File: src/rtl/clock_snapshot_time_translator_core_assert.svh
// Assertion macros for the clock snapshot time translator.
// Expects clk_i and rst_ni in the scope where a macro is used.
`ifndef CLOCK_SNAPSHOT_TIME_TRANSLATOR_CORE_ASSERT_SVH
`define CLOCK_SNAPSHOT_TIME_TRANSLATOR_CORE_ASSERT_SVH

// Checked only outside reset.
`define CSTT_ASSERT(lbl, prop, msg) \
  lbl: assert property (@(posedge clk_i) disable iff (!rst_ni) (prop)) else $error(msg);

// Checked at every edge, reset included.
`define CSTT_ASSERT_ALWAYS(lbl, prop, msg) \
  lbl: assert property (@(posedge clk_i) (prop)) else $error(msg);

`endif

File: src/rtl/cstt_pkg.sv
// Shared types and constants for the clock snapshot time translator.
// No dependencies.
package cstt_pkg;

  localparam int unsigned DOMAINS_DEF = 8;
  localparam int unsigned DEPTH_DEF   = 256;
  localparam int unsigned TIME_W      = 64;

  typedef enum logic {
    MODE_PUSH    = 1'b0,
    MODE_CONVERT = 1'b1
  } mode_e;

  typedef enum logic [1:0] {
    ST_OK    = 2'd0,
    ST_EMPTY = 2'd1,
    ST_FULL  = 2'd2,
    ST_ORDER = 2'd3
  } status_e;

  typedef enum logic [3:0] {
    S_IDLE,
    S_LOAD,
    S_P_CMP_CLK,
    S_P_CMP_TRC,
    S_P_WR,
    S_C_PROBE,
    S_C_CMP,
    S_C_SUB,
    S_C_ADD,
    S_DONE
  } state_e;

  typedef enum logic {
    ALU_ADD = 1'b0,
    ALU_SUB = 1'b1
  } alu_op_e;

  typedef struct packed {
    mode_e                    mode;
    logic [2:0]               domain;
    logic signed [TIME_W-1:0] clock_time;
    logic signed [TIME_W-1:0] trace_time;
  } in_req_t;

  typedef struct packed {
    logic signed [TIME_W-1:0] trace_time_out;
    status_e                  status;
  } out_rsp_t;

  typedef struct packed {
    alu_op_e           op;
    logic [TIME_W-1:0] a;
    logic [TIME_W-1:0] b;
  } alu_ctl_t;

  typedef struct packed {
    logic [TIME_W-1:0] sum;
    logic              lt;   // signed a < b, valid for ALU_SUB
  } alu_res_t;

endpackage

File: src/rtl/cstt_alu.sv
// Shared 64-bit add / subtract unit with signed less-than flag.
// Depends on cstt_pkg.
module cstt_alu import cstt_pkg::*; (
  input  alu_ctl_t ctl_i,
  output alu_res_t res_o
);

  logic [TIME_W:0] a_x;
  logic [TIME_W:0] b_x;
  logic [TIME_W:0] sum_x;

  // Sign-extend one bit so the top bit of a - b is the signed compare.
  assign a_x   = {ctl_i.a[TIME_W-1], ctl_i.a};
  assign b_x   = (ctl_i.op == ALU_SUB) ? ~{ctl_i.b[TIME_W-1], ctl_i.b}
                                       : {ctl_i.b[TIME_W-1], ctl_i.b};
  assign sum_x = a_x + b_x + {{TIME_W{1'b0}}, (ctl_i.op == ALU_SUB)};

  assign res_o.sum = sum_x[TIME_W-1:0];
  assign res_o.lt  = sum_x[TIME_W];

endmodule

File: config.mk
export PLATFORM = sky130hd
export DESIGN_NAME = cstt_alu
export DESIGN_NICKNAME = d
export VERILOG_FILES = /design/src/rtl/clock_snapshot_time_translator_core_assert.svh /design/src/rtl/cstt_pkg.sv /design/src/rtl/cstt_alu.sv
export SDC_FILE = /design/constraint.sdc
export NUM_CORES = 1
export LEC_CHECK = 0
export ABC_AREA = 1
export ABC_CLOCK_PERIOD_IN_PS = 3400
export BUFFER_PORTS_ARGS = -buffer_cell sky130_fd_sc_hd__buf_2
export CAP_MARGIN = 20
export CORE_MARGIN = 2
export CORE_UTILIZATION = 59
export DETAILED_ROUTE_END_ITERATION = 8
export GPL_TIMING_DRIVEN = 0
export PLACE_DENSITY = 0.95
export RECOVER_POWER = 50
export SLEW_MARGIN = 25
export SYNTH_ARGS = -nofsm -noshare
export SYNTH_HDL_FRONTEND = slang
export SYNTH_SLANG_ARGS = --single-unit
File: constraint.sdc
create_clock -name vclk -period 3.4
set_input_delay 0.17 -clock vclk [all_inputs]
set_output_delay 0.17 -clock vclk [all_outputs]
set_load 0.01 [all_outputs]
**Word level (Yosys, flattened, before mapping)**

Cells that the tools add are included.

- Register bits: 0
- Bits of input ports: 129
- Output and inout bits: 65
- Word-level logic and storage cells: 4

- Add/sub/neg operators: 2
- Multiplexer cells: 1
- Bitwise operators: 1

Operator list:

| cell | count |
|---|---|
| $add A65 B1 Y65 | 1 |
| $add A65 B65 Y65 | 1 |
| $mux W65 | 1 |
| $not A65 Y65 | 1 |

**Logic depth before layout (Yosys ltp)**

Gate-level depths: netlist of the first run.

- Depth after elaboration: 4
- Depth in mapped cells: 18
- Mapped depth without buffers: 17

**Worst setup path before layout of the first run**

No wires, ideal clock.

- Path kind: input to output
- From: input port ctl_i[128] (netlist bit)
- To: output port res_o[38] (netlist bit)
- Data arrival time: 1.989 ns
- Data required time: 3.230 ns
- Slack: 1.241 ns
- Stages on the path: 13
- Path buffers: 2
- Path through: buf_4 -> buf_2 -> xor2_1 -> ha_1 -> nand2_1 -> nor2_1 -> nand2_1 -> nor2_1 -> nand2_1 -> nand3_2 -> nand2_1 -> nand2_1 -> xor2_1

RTL lines:

| element | RTL line | text |
|---|---|---|
| start, declared | cstt_alu.sv:4 | `input alu_ctl_t ctl_i,` |
| end, declared | cstt_alu.sv:5 | `output alu_res_t res_o` |

==> metrics.log, run 1 <==
[metrics] outcome: complete, no violations
[metrics] leak pwr: roughly 4.4 nW
[metrics] timing-limited maximum frequency: around 340 MHz
[metrics] post-synthesis average cell area: 4.961 um2
[metrics] Slew Limit Headroom: ~69%
[metrics] pin count of the biggest net entering global routing: 11
[metrics] setup total negative slack: 0 ps
[metrics] Max VDD drop: 0.1588 mV
[metrics] Post-Synth Simple-Gate Area: between 40% and 50%
[metrics] detailed-routing iteration count for the pre-antenna-repair pass: 6
[metrics] post-DR vias/cell: 5.186
[metrics] Post-layout nets: ~1,600
[metrics] WS Path Type: in -> out
[metrics] wire length of the first global-routing pass: around 34 mm
[metrics] initial standard-cell utilization of the core: approximately three fifths
[metrics] Die Width: ~100 um
[metrics] hold_buf cts: 0
[metrics] detail-routed net length per standard cell: ~14 um
[metrics] fraction of synthesized area in multiplexers: 0%
[metrics] largest family of logic cells by synthesized area: simple AND/OR/NAND/NOR gates
[metrics] most common cell after layout, fill and taps aside: nand2_1
[metrics] Worst Setup Start Kind: primary input
[metrics] number of core rows: 36
[metrics] number of hold violations in the final report: 0
[metrics] Synth Net Count: 1,393
[metrics] power density over the cells: approximately 280 nW/um2
[metrics] wire length reported by the detailed router: 21.52 mm
[metrics] maximum capacitance violations: 0
[metrics] Total GRT Usage: a little under two fifths
[metrics] vias after detailed routing: 7,914
[metrics] Setup crit end kind: primary output
[metrics] hold path startpoint: ctl_i[64]
[metrics] gate count after technology mapping: approximately 1,200
[metrics] slew at the pin closest to its max-slew limit: approximately 460 ps
[metrics] share of the synthesized area in compound gates (AO/OA/AOI/OAI): a little under an eighth
[metrics] Yosys warning count: 0
[metrics] worst path required time: between 3000 and 4000 ps
[metrics] antenna-violating nets left: 0
[metrics] arrival time of data at the critical path endpoint: ~2800 ps
[metrics] peak per-stage delay on the critical path: about 390 ps
[metrics] highest-delay cell along the critical path: buf_2
[metrics] final clock period utilization by the worst path: 86.47%
[metrics] total area of sequential cells: 0 um2
[metrics] post-cts repair resize count: 0
[metrics] final weighted congestion in routability-driven placement: 1.078
[metrics] DRC violation count after routing: 0
[metrics] Power, Total: ~1.9 mW
[metrics] post-route insts no fill: between 1,500 and 2,000
[metrics] layout cell share with drive strength beyond 1: between 10% and 20%
[metrics] setup violators final: 0
[metrics] RSZ-0062 raised after global routing: no
[metrics] Post-Synth XOR/XNOR Area: between 10% and 20%
[metrics] highest-count cells in the layout ignoring fill and taps: 460 x nand2_1, 239 x inv_1, 175 x buf_2, 113 x nor2_1, 96 x xor2_1
[metrics] final sequential cell count: 0
[metrics] Syn-to-layout area delta: 18.33%
[metrics] antenna cells: 0
[metrics] number of cells after detailed placement: about 1,500
[metrics] number of clock buffers in the layout: 0
[metrics] CP Max Fanout: 10
[metrics] Die Area: between 10,000 and 15,000 um2
[metrics] number of filler instances in the final layout: approximately 990
[metrics] number of global-route vias before repair: roughly 7,300
[metrics] number of antenna violations at the first check in global routing: 0
[metrics] Die Height: around 100 um
[metrics] Worst Hold Class: in -> out
[metrics] core outline area: ~10000 um2
[metrics] detailed router's first-iteration violation count: roughly 540
[metrics] launching element of the worst setup path: ctl_i[128]
[metrics] cell type with the highest occurrence count on the critical path: nand2_1
[metrics] IO Port Bufs: about 190
[metrics] Netlist Area Pre-Place: roughly 6000 um2
[metrics] CP cell instances: buf_4 > buf_2 > xor2_1 > ha_1 > nand3b_1 > nand2_1 > nand2_1 > nand2_1 > nand2_1 > nand2_1 > nand2_1 > nand2_1 > xor2_1 > buf_2
[metrics] Max Transition Viols Final: 0
[metrics] residual overflow from global routing: 0
[metrics] number of distinct library cells after synthesis: 27
[metrics] time the worst path needs with I/O delays and setup: just under 3000 ps
[metrics] number of top-level design ports: roughly 190
[metrics] share of synthesized cell area in full adder, half adder and majority cells: between 10% and 20%
[metrics] number of buffers added for setup after CTS: 0
[metrics] sequential element share of the synthesized area: 0%
[metrics] post-DP HPWL: between 15 and 20 mm
critical path: cells and delay by family:
kind	cells	cell delay (ps)
adder cells (fa/ha/maj)	1	370
AND/OR/NAND/NOR	8	1040
XOR/XNOR	2	410
buffers and inverters	3	760
worst paths after layout:
path        end  slack (ps)  cells past startpoint
max   res_o[33]         460                     14
min    res_o[1]         660                      3
per-stage QoR:
| stage | utilization (%) | hold WS (ps) | worst slack [ps] | area, um2 |
|---|---|---|---|---|
| 6_report | 72.07 | 662.8 | 460.0 | 7044 |
| 3_5_place_dp | 72.49 | 655.7 | 526.6 | 7086 |
| 2_1_floorplan | - | 416.0 | 1241 | 5953 |
| 5_1_grt | 72.07 | 659.7 | 283.0 | 7044 |
| 4_1_cts | 72.49 | 655.8 | 515.2 | 7086 |
| 3_3_place_gp | 72.49 | 616.0 | 550.3 | 7086 |
layout make-up:
type / instances / area, um2 / share of cell area [%]
buffer: 7 / 37.54 / 0.5329
inverter: 242 / 908.4 / 12.90
multi-input combinational: 951 / 4996 / 70.92
tap: 133 / 166.4 / 2.362
timing repair buffer: 193 / 935.9 / 13.29
cell families (layout without fill, tap and decap cells):
| logic type | after synthesis | in the layout |
|---|---|---|
| adder cells (fa/ha/maj) | 64 | 64 |
| XOR/XNOR | 98 | 98 |
| buffers and inverters | 249 | 442 |
| AO/OA/AOI/OAI | 132 | 132 |
| AND/OR/NAND/NOR | 657 | 657 |
synth_stat cells (2+ instances only):
master	number	area, um2
xor2_1	96	840.8
o21bai_1	10	75.07
nor3_2	4	40.04
o21ai_0	34	170.2
o21a_1	3	22.52
a21oi_1	82	410.4
nand3b_1	2	15.01
nor3_1	8	40.04
buf_2	6	30.03
nand3_1	43	215.2
nand2_2	13	81.33
nand2_1	459	1723
inv_2	3	11.26
ha_1	63	788.3
nand4_1	2	12.51
nor2_1	113	424.2
xnor2_1	2	17.52
nor2_2	10	62.56
inv_1	239	897.1
layer usage:
metal	global-route usage [%]	vias up	wire, um
met5	0	-	0
met4	20.37	0	1268
met3	3.822	79	1636
met2	67.13	413	9866
met1	44.42	3400	8743
li1	-	4022	-
where the power goes:
| part | total, mW | switching (mW) | internal (mW) |
|---|---|---|---|
| clock | 0 | 0 | 0 |
| combinational | 1.94 | 1.26 | 0.677 |
| sequential | 0 | 0 | 0 |
Note: power is estimated with default switching activity, not from simulation.
==> run 2, diff against run 1 <==
Settings changed: RECOVER_POWER 50 to 25.
==> run 2 against run 1 <==
Compared with the run above:
- die area is the same
- flip-flop and latch count is the same
- hold slack gained 0.96 ps
- largest cell class unchanged
==> metrics.log, run 2 (synthesis gave the netlist of run 1 again) <==
[metrics] outcome: complete, no violations
[metrics] number of cells after detailed placement: 1,526 (unchanged)
[metrics] Setup crit end kind: primary output
[metrics] most common cell after layout, fill and taps aside: nand2_1
[metrics] hold path startpoint: ctl_i[64]
[metrics] Max VDD drop: 0.1601 mV (+0.82%)
[metrics] DRC violation count after routing: 0 (unchanged)
[metrics] number of clock buffers in the layout: 0 (unchanged)
[metrics] core outline area: 9774 um2 (unchanged)
[metrics] pin count of the biggest net entering global routing: 11 (unchanged)
[metrics] total area of sequential cells: 0 um2 (unchanged)
[metrics] detail-routed net length per standard cell: 14.07 um (-0.20%)
[metrics] number of top-level design ports: 194 (unchanged)
[metrics] number of cells traversed by the worst hold path: 3 (unchanged)
[metrics] antenna cells: 0 (unchanged)
[metrics] post-route insts no fill: 1,526 (unchanged)
[metrics] number of global-route vias before repair: 7,316 (unchanged)
[metrics] post-cts repair resize count: 0 (unchanged)
[metrics] timing-limited maximum frequency: 338.4 MHz (-0.51%)
[metrics] detailed-routing iteration count for the pre-antenna-repair pass: 7 (+1)
[metrics] Die Height: 104.5 um (unchanged)
[metrics] antenna-violating nets left: 0 (unchanged)
[metrics] final clock period utilization by the worst path: 86.92% (+0.45 points)
[metrics] wire length reported by the detailed router: 21.47 mm (-0.20%)
[metrics] Die Area: 10,910 um2 (unchanged)
[metrics] Worst Hold Class: in -> out
[metrics] vias after detailed routing: 7,925 (+0.14%)
[metrics] Slew Limit Headroom: 68.22% (-0.71 points)
[metrics] power density over the cells: 276.7 nW/um2 (+0.47%)
[metrics] Max Transition Viols Final: 0 (unchanged)
[metrics] wire length of the first global-routing pass: 33.93 mm (unchanged)
[metrics] final weighted congestion in routability-driven placement: 1.078 (unchanged)
[metrics] initial standard-cell utilization of the core: 60.91% (unchanged)
[metrics] residual overflow from global routing: 0 (unchanged)
[metrics] Worst Setup Start Kind: primary input
[metrics] setup total negative slack: 0 ps (unchanged)
[metrics] layout cell share with drive strength beyond 1: 15.87% (+1.1 points)
[metrics] Power, Total: 1.956 mW (+0.81%)
[metrics] number of core rows: 36 (unchanged)
[metrics] WHS Endpoint: res_o[1]
[metrics] number of buffers added for setup after CTS: 0 (unchanged)
[metrics] WS Path Type: in -> out
[metrics] launching element of the worst setup path: ctl_i[128]
[metrics] hold_buf cts: 0 (unchanged)
[metrics] setup violators final: 0 (unchanged)
[metrics] met2 demand-to-capacity share in global routing: 67.13% (unchanged)
[metrics] met3 Usage GRT: 3.822% (unchanged)
[metrics] number of antenna violations at the first check in global routing: 0 (unchanged)
[metrics] global routing's busiest layer: met2
[metrics] worst hold slack: 663.8 ps (+0.9560 ps)
[metrics] final sequential cell count: 0 (unchanged)
[metrics] leak pwr: 4.475 nW (+0.91%)
[metrics] highest-count cells in the layout ignoring fill and taps: 459 x nand2_1, 239 x inv_1, 188 x buf_2, 113 x nor2_1, 96 x xor2_1
[metrics] Post-layout nets: 1,588 (unchanged)
[metrics] detailed router's first-iteration violation count: 538 (+0.19%)
[metrics] post-DR vias/cell: 5.193 (+0.14%)
[metrics] time the worst path needs with I/O delays and setup: 2955 ps (+15.14 ps)
[metrics] post-DP HPWL: 19.18 mm (unchanged)
[metrics] Syn-to-layout area delta: 18.73%
[metrics] global-route track usage on met1: 44.42% (unchanged)
[metrics] CP Max Fanout: 10 (unchanged)
[metrics] Total GRT Usage: 37.84% (unchanged)
[metrics] arrival time of data at the critical path endpoint: 2790 ps (+20 ps)
[metrics] worst-case setup margin in the final layout: 444.8 ps (-15.14 ps)
[metrics] maximum capacitance violations: 0 (unchanged)
[metrics] Die Width: 104.5 um (unchanged)
[metrics] worst path required time: 3230 ps (about the same)
[metrics] worst setup slack after placement: 526.6 ps (unchanged)
[metrics] number of hold violations in the final report: 0 (unchanged)
[metrics] RSZ-0062 raised after global routing: no
[metrics] IO Port Bufs: 193 (unchanged)
[metrics] slew at the pin closest to its max-slew limit: 471.8 ps (+10.56 ps)
## run 2: changes by cell type in the layout (fill, tap and decap cells not counted)
cell,change
buf_2,+13
clkbuf_1,-13
nand2_1,-1
nand2_2,+1
nand3_1,-1
nand3_2,+1
## run 2: how the worst max path moves through the flow
stage | endpoint | cells after the start
floorplan | res_o[38] | 13
global placement | res_o[33] | 12
detailed placement | res_o[33] | 14
CTS | res_o[33] | 14
global route | res_o[33] | 14
finish | res_o[33] | 14
## run 2: cell type report
class	instances	area, um2
inverter	242	908.4
buffer	7	37.54
tap	133	166.4
timing repair buffer	193	952.2
fill	977	2706
multi-input combinational	951	5004
## run 2: per-stage QoR
stage / area (um2) / utilization (%)
CTS: 7086 / 72.49
global placement: 7086 / 72.49
global route: 7068 / 72.31
finish: 7068 / 72.31
floorplan: 5953 / -
detailed placement: 7086 / 72.49
## run 2: power breakdown
part	total, mW	switching, mW	leakage (nW)	internal [mW]
Clock	0	0	0	0
Combinational	1.96	1.26	4.47	0.691
Sequential	0	0	0	0
## run 2: critical path, cell delays in order
cell and delay (ps):
buf_4 200, buf_2 400, xor2_1 130, ha_1 380
nand3b_1 110, nand2_1 170, nand2_1 70, nand2_1 210
nand2_1 80, nand2_1 120, nand2_1 60, nand2_1 220
xor2_1 280, buf_2 180
## run 2: per-layer routing
layer | vias up | wire (um)
met4 | 0 | 1274
met3 | 84 | 1562
li1 | 4040 | -
met5 | - | 0
met2 | 396 | 9849
met1 | 3405 | 8785
